`src/hdl/register_producer_scoreboard_unit_assert.svh`:
```
// Assertion macros shared by the scoreboard RTL.
`ifndef REGISTER_PRODUCER_SCOREBOARD_UNIT_ASSERT_SVH
`define REGISTER_PRODUCER_SCOREBOARD_UNIT_ASSERT_SVH

// Same-cycle implication, sampled on clk, off while rst_n is low.
`define RPSB_ASSERT_NOW(lbl, ante, cons, msg) \
  lbl: assert property (@(posedge clk) disable iff (!rst_n) (ante) |-> (cons)) \
    else $error(msg);

// Next-cycle implication, sampled on clk, off while rst_n is low.
`define RPSB_ASSERT_NEXT(lbl, ante, cons, msg) \
  lbl: assert property (@(posedge clk) disable iff (!rst_n) (ante) |=> (cons)) \
    else $error(msg);

`endif

```
`src/hdl/rpsb_pkg.sv`:
```
package rpsb_pkg;

  localparam int INT_REG_COUNT_DEF   = 32;
  localparam int FLOAT_REG_COUNT_DEF = 32;
  localparam int REGS_PER_ITEM_DEF   = 3;
  localparam int SEQ_BITS_DEF        = 16;

  // slots physically carried by one transaction
  localparam int SLOTS_CARRIED = 3;

  localparam int KIND_W  = 2;
  localparam int CLASS_W = 2;
  localparam int INDEX_W = 5;
  localparam int COUNT_W = 2;
  localparam int WAIT_W  = 16;
  localparam int SEQ_IN_W = 16;

  localparam logic [KIND_W-1:0] KIND_MARK  = 2'd0;
  localparam logic [KIND_W-1:0] KIND_QUERY = 2'd1;
  localparam logic [KIND_W-1:0] KIND_CLEAR = 2'd2;
  localparam logic [KIND_W-1:0] KIND_FLUSH = 2'd3;

  localparam logic [CLASS_W-1:0] CLASS_INT   = 2'd0;
  localparam logic [CLASS_W-1:0] CLASS_FLOAT = 2'd1;

  typedef struct packed {
    logic load;      // capture the incoming transaction
    logic flush;     // invalidate every entry
    logic rd;        // issue table read for the current slot
    logic eval;      // act on the read data for the current slot
    logic slot_inc;  // advance to the next slot
    logic out_load;  // move the result into the output register
  } cmd_t;

  typedef struct packed {
    logic whole_flush;  // flush, or faulting clear
    logic no_work;      // faulting item or no slots in use
    logic slot_last;    // current slot is the last one in use
  } sts_t;

endpackage

```
`src/hdl/register_producer_scoreboard_unit.sv`:
```
// Register producer scoreboard: one tag per integer and float register holds
// the sequence number of its newest pending producer (0 means none). One
// transaction is handled at a time: after acceptance it passes a dispatch
// step, then a read and an evaluate step for each of the N register slots in
// use (0 to 3), then a finish step that loads the result; a flush, a faulting
// item or an item with no slots goes from dispatch straight to finish. The
// next transaction is taken only after the finish step. The tag RAM has a
// registered read port, so each slot needs its own read and evaluate steps.
// A result still waiting in the output register holds the controller in its
// finish step while out_tready stays low. Flushes and clears act on per-entry
// valid flags, so no clearing pass follows reset. Every transaction gives
// exactly one result; the output register lets the next transaction be taken
// while a result waits.
module register_producer_scoreboard_unit #(
  parameter int INT_REG_COUNT   = rpsb_pkg::INT_REG_COUNT_DEF,
  parameter int FLOAT_REG_COUNT = rpsb_pkg::FLOAT_REG_COUNT_DEF,
  parameter int REGS_PER_ITEM   = rpsb_pkg::REGS_PER_ITEM_DEF,
  parameter int SEQ_BITS        = rpsb_pkg::SEQ_BITS_DEF
) (
  input  logic        clk,
  input  logic        rst_n,
  input  logic        in_tvalid,
  output logic        in_tready,
  // seq_num[15:0], reg_count[17:16], reg0_class[19:18], reg0_index[24:20],
  // reg1_class[26:25], reg1_index[31:27], reg2_class[33:32],
  // reg2_index[38:34], zero[39]
  input  logic [39:0] in_tdata,
  // kind[1:0], fault[2]
  input  logic [2:0]  in_tuser,
  output logic        out_tvalid,
  input  logic        out_tready,
  // wait_seq[15:0]
  output logic [15:0] out_tdata
);

  import rpsb_pkg::*;

  `include "register_producer_scoreboard_unit_assert.svh"

  cmd_t cmd;
  sts_t sts;

  logic [CLASS_W-1:0] slot_class [SLOTS_CARRIED];
  logic [INDEX_W-1:0] slot_index [SLOTS_CARRIED];

  assign slot_class[0] = in_tdata[19:18];
  assign slot_index[0] = in_tdata[24:20];
  assign slot_class[1] = in_tdata[26:25];
  assign slot_index[1] = in_tdata[31:27];
  assign slot_class[2] = in_tdata[33:32];
  assign slot_index[2] = in_tdata[38:34];

  rpsb_ctrl u_ctrl (
    .clk        (clk),
    .rst_n      (rst_n),
    .in_tvalid  (in_tvalid),
    .in_tready  (in_tready),
    .out_tvalid (out_tvalid),
    .out_tready (out_tready),
    .sts        (sts),
    .cmd        (cmd)
  );

  rpsb_dpath #(
    .INT_REG_COUNT   (INT_REG_COUNT),
    .FLOAT_REG_COUNT (FLOAT_REG_COUNT),
    .REGS_PER_ITEM   (REGS_PER_ITEM),
    .SEQ_BITS        (SEQ_BITS)
  ) u_dpath (
    .clk          (clk),
    .rst_n        (rst_n),
    .cmd          (cmd),
    .sts          (sts),
    .in_kind      (in_tuser[1:0]),
    .in_seq_num   (in_tdata[15:0]),
    .in_fault     (in_tuser[2]),
    .in_reg_count (in_tdata[17:16]),
    .in_class     (slot_class),
    .in_index     (slot_index),
    .out_wait_seq (out_tdata)
  );

  // one transaction in flight at a time
  `RPSB_ASSERT_NEXT(a_busy_after_accept, in_tvalid && in_tready, !in_tready, "took a second transaction while busy")
  // every evaluate step uses data read the cycle before
  `RPSB_ASSERT_NOW(a_eval_after_read, cmd.eval, $past(cmd.rd), "slot evaluated without a table read")
  // a result must never overwrite one still waiting
  `RPSB_ASSERT_NOW(a_no_result_overrun, cmd.out_load, !out_tvalid || out_tready, "pending result overwritten")

endmodule

```
`src/hdl/rpsb_ram.sv`:
```
module rpsb_ram #(
  parameter int WIDTH = 16,
  parameter int DEPTH = 64
) (
  input  logic                     clk,
  input  logic                     we,
  input  logic [$clog2(DEPTH)-1:0] waddr,
  input  logic [WIDTH-1:0]         wdata,
  input  logic                     re,
  input  logic [$clog2(DEPTH)-1:0] raddr,
  output logic [WIDTH-1:0]         rdata
);

  logic [WIDTH-1:0] mem [DEPTH];
  logic [WIDTH-1:0] rdata_r;

  always_ff @(posedge clk) begin
    if (we) begin
      mem[waddr] <= wdata;
    end
    if (re) begin
      rdata_r <= mem[raddr];
    end
  end

  assign rdata = rdata_r;

endmodule

```
`src/hdl/rpsb_ctrl.sv`:
```
module rpsb_ctrl (
  input  logic          clk,
  input  logic          rst_n,
  input  logic          in_tvalid,
  output logic          in_tready,
  output logic          out_tvalid,
  input  logic          out_tready,
  input  rpsb_pkg::sts_t sts,
  output rpsb_pkg::cmd_t cmd
);

  import rpsb_pkg::*;

  typedef enum logic [2:0] {
    ST_IDLE,
    ST_DISPATCH,
    ST_READ,
    ST_EVAL,
    ST_FINISH
  } state_t;

  state_t state_r, state_nxt;
  logic   out_valid_r, out_valid_nxt;

  always_comb begin
    state_nxt = state_r;
    cmd       = '0;
    in_tready = 1'b0;
    unique case (state_r)
      ST_IDLE: begin
        in_tready = 1'b1;
        if (in_tvalid) begin
          cmd.load  = 1'b1;
          state_nxt = ST_DISPATCH;
        end
      end
      ST_DISPATCH: begin
        if (sts.whole_flush) begin
          cmd.flush = 1'b1;
          state_nxt = ST_FINISH;
        end else if (sts.no_work) begin
          state_nxt = ST_FINISH;
        end else begin
          state_nxt = ST_READ;
        end
      end
      ST_READ: begin
        cmd.rd    = 1'b1;
        state_nxt = ST_EVAL;
      end
      ST_EVAL: begin
        cmd.eval = 1'b1;
        if (sts.slot_last) begin
          state_nxt = ST_FINISH;
        end else begin
          cmd.slot_inc = 1'b1;
          state_nxt    = ST_READ;
        end
      end
      ST_FINISH: begin
        // wait for the output register to drain
        if (!out_valid_r || out_tready) begin
          cmd.out_load = 1'b1;
          state_nxt    = ST_IDLE;
        end
      end
      default: state_nxt = ST_IDLE;
    endcase
  end

  always_comb begin
    out_valid_nxt = out_valid_r;
    if (cmd.out_load) begin
      out_valid_nxt = 1'b1;
    end else if (out_tready) begin
      out_valid_nxt = 1'b0;
    end
  end

  always_ff @(posedge clk) begin
    if (!rst_n) begin
      state_r     <= ST_IDLE;
      out_valid_r <= 1'b0;
    end else begin
      state_r     <= state_nxt;
      out_valid_r <= out_valid_nxt;
    end
  end

  assign out_tvalid = out_valid_r;

endmodule

```
`src/hdl/rpsb_dpath.sv`:
```
module rpsb_dpath #(
  parameter int INT_REG_COUNT   = rpsb_pkg::INT_REG_COUNT_DEF,
  parameter int FLOAT_REG_COUNT = rpsb_pkg::FLOAT_REG_COUNT_DEF,
  parameter int REGS_PER_ITEM   = rpsb_pkg::REGS_PER_ITEM_DEF,
  parameter int SEQ_BITS        = rpsb_pkg::SEQ_BITS_DEF
) (
  input  logic                           clk,
  input  logic                           rst_n,
  input  rpsb_pkg::cmd_t                 cmd,
  output rpsb_pkg::sts_t                 sts,
  input  logic [rpsb_pkg::KIND_W-1:0]    in_kind,
  input  logic [rpsb_pkg::SEQ_IN_W-1:0]  in_seq_num,
  input  logic                           in_fault,
  input  logic [rpsb_pkg::COUNT_W-1:0]   in_reg_count,
  input  logic [rpsb_pkg::CLASS_W-1:0]   in_class [rpsb_pkg::SLOTS_CARRIED],
  input  logic [rpsb_pkg::INDEX_W-1:0]   in_index [rpsb_pkg::SLOTS_CARRIED],
  output logic [rpsb_pkg::WAIT_W-1:0]    out_wait_seq
);

  import rpsb_pkg::*;

  localparam int TABLE_DEPTH = INT_REG_COUNT + FLOAT_REG_COUNT;
  localparam int ADDR_W      = $clog2(TABLE_DEPTH);
  localparam int CNT_CAP     = (REGS_PER_ITEM < SLOTS_CARRIED) ? REGS_PER_ITEM : SLOTS_CARRIED;
  localparam logic [COUNT_W-1:0] CNT_CAP_L = COUNT_W'(CNT_CAP);

  // captured transaction
  logic [KIND_W-1:0]   kind_r;
  logic                fault_r;
  logic [SEQ_BITS-1:0] seq_r;
  logic [COUNT_W-1:0]  cnt_r;
  logic [CLASS_W-1:0]  cls_r [SLOTS_CARRIED];
  logic [INDEX_W-1:0]  idx_r [SLOTS_CARRIED];

  logic [COUNT_W-1:0]     slot_r;
  logic [ADDR_W-1:0]      addr_r;
  logic                   hit_r;
  logic                   vld_q_r;
  logic [SEQ_BITS-1:0]    acc_r;
  logic [WAIT_W-1:0]      out_data_r;
  logic [TABLE_DEPTH-1:0] valid_r;

  logic [COUNT_W-1:0]  cnt_in;
  logic [CLASS_W-1:0]  slot_cls;
  logic [INDEX_W-1:0]  slot_idx;
  logic [ADDR_W-1:0]   slot_addr;
  logic                slot_hit;
  logic [SEQ_BITS-1:0] rd_data;
  logic [SEQ_BITS-1:0] tag_cur;
  logic                mark_we;

  assign cnt_in = (in_reg_count > CNT_CAP_L) ? CNT_CAP_L : in_reg_count;

  assign slot_cls = cls_r[slot_r];
  assign slot_idx = idx_r[slot_r];

  // register number to table entry; out-of-class numbers are untracked
  always_comb begin
    slot_hit  = 1'b0;
    slot_addr = ADDR_W'(int'(slot_idx));
    if (slot_cls == CLASS_INT) begin
      slot_hit = int'(slot_idx) < INT_REG_COUNT;
    end else if (slot_cls == CLASS_FLOAT) begin
      slot_hit  = int'(slot_idx) < FLOAT_REG_COUNT;
      slot_addr = ADDR_W'(INT_REG_COUNT + int'(slot_idx));
    end
  end

  assign sts.whole_flush = (kind_r == KIND_FLUSH) || ((kind_r == KIND_CLEAR) && fault_r);
  assign sts.no_work     = fault_r || (cnt_r == '0);
  assign sts.slot_last   = (slot_r == (cnt_r - COUNT_W'(1)));

  // an invalid entry reads as no producer
  assign tag_cur = vld_q_r ? rd_data : '0;
  assign mark_we = cmd.eval && hit_r && (kind_r == KIND_MARK)
                   && ((seq_r > tag_cur) || (tag_cur == '0));

  rpsb_ram #(
    .WIDTH (SEQ_BITS),
    .DEPTH (TABLE_DEPTH)
  ) u_tag_ram (
    .clk   (clk),
    .we    (mark_we),
    .waddr (addr_r),
    .wdata (seq_r),
    .re    (cmd.rd),
    .raddr (slot_addr),
    .rdata (rd_data)
  );

  always_ff @(posedge clk) begin
    if (cmd.load) begin
      kind_r  <= in_kind;
      fault_r <= in_fault;
      seq_r   <= SEQ_BITS'(in_seq_num);
      cnt_r   <= cnt_in;
      for (int s = 0; s < SLOTS_CARRIED; s++) begin
        cls_r[s] <= in_class[s];
        idx_r[s] <= in_index[s];
      end
      slot_r <= '0;
      acc_r  <= '0;
    end
    if (cmd.slot_inc) begin
      slot_r <= slot_r + COUNT_W'(1);
    end
    if (cmd.rd) begin
      addr_r  <= slot_addr;
      hit_r   <= slot_hit;
      vld_q_r <= slot_hit && valid_r[slot_addr];
    end
    if (cmd.eval && hit_r && (kind_r == KIND_QUERY) && (tag_cur > acc_r)) begin
      acc_r <= tag_cur;
    end
    if (cmd.out_load) begin
      out_data_r <= WAIT_W'(acc_r);
    end
  end

  always_ff @(posedge clk) begin
    if (!rst_n) begin
      valid_r <= '0;
    end else if (cmd.flush) begin
      valid_r <= '0;
    end else if (mark_we) begin
      valid_r[addr_r] <= 1'b1;
    end else if (cmd.eval && hit_r && (kind_r == KIND_CLEAR)) begin
      valid_r[addr_r] <= 1'b0;
    end
  end

  assign out_wait_seq = out_data_r;

endmodule
```
`config.mk`:
```
export PLATFORM = sky130hd
export DESIGN_NAME = register_producer_scoreboard_unit
export DESIGN_NICKNAME = d
export VERILOG_FILES = /design/src/hdl/rpsb_pkg.sv /design/src/hdl/register_producer_scoreboard_unit.sv /design/src/hdl/rpsb_ram.sv /design/src/hdl/rpsb_ctrl.sv /design/src/hdl/rpsb_dpath.sv
export VERILOG_INCLUDE_DIRS = /design/src /design/src/hdl
export SDC_FILE = /design/constraint.sdc
export NUM_CORES = 2
export LEC_CHECK = 0
export BUFFER_PORTS_ARGS = -buffer_cell sky130_fd_sc_hd__buf_2
export CORE_UTILIZATION = 60
export DETAILED_ROUTE_END_ITERATION = 8
export PLACE_DENSITY = 0.75
export SYNTH_ARGS = -nofsm -noshare
export SYNTH_HDL_FRONTEND = slang
export SYNTH_SLANG_ARGS = --single-unit
```
`constraint.sdc`:
```
create_clock -name clk -period 6.6 [get_ports clk]
set_input_delay 1.98 -clock clk [delete_from_list [all_inputs] [get_ports clk]]
set_output_delay 1.98 -clock clk [all_outputs]
set_load 0.02 [all_outputs]
```
==> metrics.log <==
INFO  metric post_synth_instance_area = 49,600 um2
INFO  metric tritoncts_clock_tree = done
INFO  metric worstPathMaxFanout = 119
INFO  metric finalWirelength = 128,000 um
INFO  metric dr_total_vias = 32.2k
INFO  metric firstDrtPassIters = 7
INFO  metric floorplan.die.width = 289 um
INFO  metric worstHoldStart = u_dpath.acc_r[15]
INFO  metric die_height = 289 um
INFO  metric total_leakage_power = 18.3 nW
INFO  metric final_critical_path_required_period = 4820 ps
INFO  metric syn_to_final_growth = 11.2%
INFO  metric endpoint_kind = register
INFO  metric initial_antenna_violation_count = 1
INFO  metric yosys_register_bits = 1,194
INFO  metric boundaryPins = 65
INFO  metric maxSlewHeadroom = 16.0%
INFO  metric yosys.area.top_type = sky130_fd_sc_hd__edfxtp_1
INFO  metric dr.first_iter.drc_count = 4,814
INFO  metric final.setup.tns = 0 ps
INFO  metric worstPathArrival = 5190 ps
INFO  metric clk_root_buffer_cell = sky130_fd_sc_hd__clkbuf_16
INFO  metric hold_slack = 450 ps
INFO  metric last_weighted_congestion_value_of_the_routability_driven_placer = 0.951
INFO  metric synthesis.area_per_instance = 13.7 um2
INFO  metric ys_dominant_reg_cell = sky130_fd_sc_hd__edfxtp_1
INFO  metric seqPwrFrac = 50.9%
INFO  metric inserted_diodes = 0
INFO  metric cts.sinks = 1,194
INFO  metric p_clk_share = 38.2%
INFO  metric h_tree_depth = 3
INFO  metric worst_skew_pair.late_latency = 690 ps
INFO  metric synth_area_leaders = sky130_fd_sc_hd__edfxtp_1, sky130_fd_sc_hd__o211ai_1, sky130_fd_sc_hd__nand2_1, sky130_fd_sc_hd__dfxtp_1, sky130_fd_sc_hd__mux2_2
INFO  metric synthesis.yosys.warnings = 0
INFO  metric drive_gt1_share = 14.7%
INFO  metric cts.repair_timing.setup_buffer_count = 0
INFO  metric setup_viol = 0
INFO  metric floorplan.initialDensity = 60.5%
INFO  metric timing.fmax = 207 MHz
INFO  metric syn-num-nets = 3,702
INFO  metric rsz0062_at_grt = no
INFO  metric max_slew.worst_pin.slew = 1260 ps
INFO  metric drc = 0
INFO  metric largest_net_degree_at_the_start_of_global_routing = 169
INFO  metric sw_frac_of_total = 24.8%
INFO  metric floorplan.core_area = 82,000 um2
INFO  metric run_status = finished clean
INFO  metric synth_cell_type_count = 63
INFO  metric ys_async_sr_fraction = 0%
INFO  metric globalRoute.totalOverflow = 0
INFO  metric startpoint_type = register
INFO  metric post-route-period-util = 73.1%
INFO  metric internal-power = 12.4 mW
INFO  metric drt-wirelength-per-cell = 26.6 um
INFO  metric detail_route.vias_per_cell = 6.70
INFO  metric clock-skew-final = 16.8 ps
INFO  metric post_cts_hold_buffer_count = 0
INFO  metric max_cap_viol_count = 0
INFO  metric power_density = 299 nW/um2
INFO  metric pre_cts_ws = 1930 ps
INFO  metric design.final.nets = 3,716
INFO  metric ys_seq_area_share = 70.9%
INFO  metric finalMaxSlewViolations = 0
INFO  metric detailedPlacementHpwl = 71,900 um
INFO  metric clk_transition_reported_paths = 60 ps
INFO  metric final_critical_path_setup_slack = 1780 ps
INFO  metric drt.antenna.violating_nets = 0
INFO  metric clockBufferDepth = 3
INFO  metric first_global_vias = 30.6k
INFO  metric post_cts_resize_count = 0
INFO  metric grt_pass1_wl = 188,000 um
INFO  metric switching_power = 4.09 mW
INFO  metric count_of_flip_flops_with_a_built_in_enable_after_synthesis = 1,124
INFO  metric global_route.usage.total = 30.3%
INFO  metric max-vdd-ir-drop = 0.200 mV
INFO  metric hp-class = reg -> reg
INFO  metric cp.required = 6970 ps
INFO  metric post-synth-top-area-fraction = 68.1%
INFO  metric finalHoldViolCount = 0
INFO  metric critPathKind = reg -> reg
INFO  metric synthesis.instances = 3,624
INFO  metric port_buffers = 63
INFO  metric cts_made_buffers = 115
INFO  metric pwr-share-comb = 11.0%
INFO  metric num_rows = 105
INFO  metric die-area = 83,800 um2
-- layer usage --
layer  global-route usage, %  vias up  wire [um]
li1                        -    14000          -
met4                    13.2        2       5220
met5                       0        -         12
met2                    46.2     2009      59100
met3                    5.55      272      14200
met1                    42.8    15800      49100
-- power by group through the flow --
stage	Combinational (mW)	Sequential [mW]	Clock [mW]
finish	1.81	8.39	6.30
global route	1.90	8.39	6.65
CTS	1.76	8.39	6.35
floorplan	1.06	8.59	0
detailed placement	1.75	8.55	0
global placement	1.72	8.55	0
-- flip-flops by register name (all words and copies together) (netlist names), named ones only --
name	flops
u_dpath.acc_r	16
u_dpath.out_wait_seq	16
u_dpath.u_tag_ram.rdata	16
u_dpath.idx_r	15
u_ctrl.state_r	3
u_dpath.cnt_r	2
u_dpath.addr_r	6
u_dpath.u_tag_ram.mem	1024
u_dpath.hit_r	1
u_dpath.fault_r	1
u_dpath.slot_r	2
u_dpath.vld_q_r	1
u_dpath.cls_r	6
u_dpath.valid_r	64
u_dpath.seq_r	16
u_dpath.kind_r	2
u_ctrl.out_tvalid	1
-- cells in the final DEF, fill, tap and decap left out, types with 14 or more instances in the layout --
cell / Yosys / routed
sky130_fd_sc_hd__a21oi_1: 20 / 19
sky130_fd_sc_hd__a22oi_1: 21 / 21
sky130_fd_sc_hd__a311oi_1: 120 / 120
sky130_fd_sc_hd__and3_1: 121 / 121
sky130_fd_sc_hd__buf_2: 93 / 63
sky130_fd_sc_hd__buf_4: 1 / 123
sky130_fd_sc_hd__clkbuf_1: 189 / 27
sky130_fd_sc_hd__clkbuf_16: 0 / 117
sky130_fd_sc_hd__clkinv_1: 0 / 24
sky130_fd_sc_hd__clkinv_2: 0 / 27
sky130_fd_sc_hd__dfxtp_1: 70 / 69
sky130_fd_sc_hd__edfxtp_1: 1124 / 1124
sky130_fd_sc_hd__ha_1: 31 / 31
sky130_fd_sc_hd__inv_1: 172 / 170
sky130_fd_sc_hd__mux2_1: 22 / 22
sky130_fd_sc_hd__mux2_2: 109 / 109
sky130_fd_sc_hd__mux2i_1: 25 / 25
sky130_fd_sc_hd__nand2_1: 597 / 596
sky130_fd_sc_hd__nand3_1: 22 / 22
sky130_fd_sc_hd__nand4_1: 91 / 91
sky130_fd_sc_hd__nor2_1: 37 / 35
sky130_fd_sc_hd__nor4_1: 83 / 34
sky130_fd_sc_hd__nor4_2: 0 / 49
sky130_fd_sc_hd__o211ai_1: 404 / 404
sky130_fd_sc_hd__o21ai_0: 58 / 58
sky130_fd_sc_hd__o22ai_1: 51 / 51
sky130_fd_sc_hd__o41ai_1: 14 / 14
-- worst max-delay path, stage by stage (launching register included) --
cell and delay [ps]:
sky130_fd_sc_hd__dfxtp_4 680, sky130_fd_sc_hd__buf_4 550, sky130_fd_sc_hd__o21ai_4 170, sky130_fd_sc_hd__inv_8 590, sky130_fd_sc_hd__buf_12 380, sky130_fd_sc_hd__mux2_2 380
sky130_fd_sc_hd__o211ai_1 300, sky130_fd_sc_hd__nand4_1 300, sky130_fd_sc_hd__a22oi_1 700, sky130_fd_sc_hd__o221ai_1 300
-- Yosys cell counts (all sizes together), types with 4 or more instances --
cell type and instances:
a311oi 120, buf 109, nor2b 7, o21ai 60, a21o 8, o31ai 7, nor4 83, a32o 5
edfxtp 1124, nor2 37, nand2b 5, o21a 7, nor3 23, o41ai 14, a22oi 21, mux2i 25
a2111oi 4, o22ai 51, nand3 22, mux2 132, o211ai 404, inv 173, nand2 597, a21oi 20
ha 31, dfxtp 70, nand4 91, and2 12, clkbuf 189, and3 121, o221ai 11, a32oi 9
-- per-stage QoR --
stage	area [um2]	utilization [%]	cells	power [mW]
6_report	55100	67.3	4802	16.5
5_1_grt	55100	67.3	4802	16.9
4_1_cts	55100	67.3	4802	16.5
3_5_place_dp	51600	62.9	4591	10.3
3_3_place_gp	51600	62.9	4591	10.3
2_1_floorplan	49600	-	3624	9.65
-- cells by family after synthesis --
logic type / after synthesis / share of synthesized area (%)
AND/OR/NAND/NOR: 1009 / 9.45
XOR/XNOR: 5 / 0.0884
flip-flops: 1194 / 70.9
buffers and inverters: 471 / 3.82
adder cells (fa/ha/maj): 32 / 0.803
AO/OA/AOI/OAI: 756 / 11.4
multiplexers: 157 / 3.51
-- cell type report --
type	instances	area, um2
clock inverters	66	544
flip-flops and latches	1194	35200
multi-input cells	1959	13000
fillers	5421	26800
repair buffers	195	1420
clock buffers	145	3040
well taps	1070	1340
inverters	173	658
-- final timing paths --
check                                    end  slack [ps]  cells past startpoint
hold / removal      u_dpath.out_wait_seq[15]         450                      0
setup / recovery  u_dpath.u_tag_ram.rdata[3]        1780                      9
hold reg to reg     u_dpath.out_wait_seq[15]         450                      0
setup reg to reg  u_dpath.u_tag_ram.rdata[3]        1780                      9
Power figures use the tool's default switching activity.
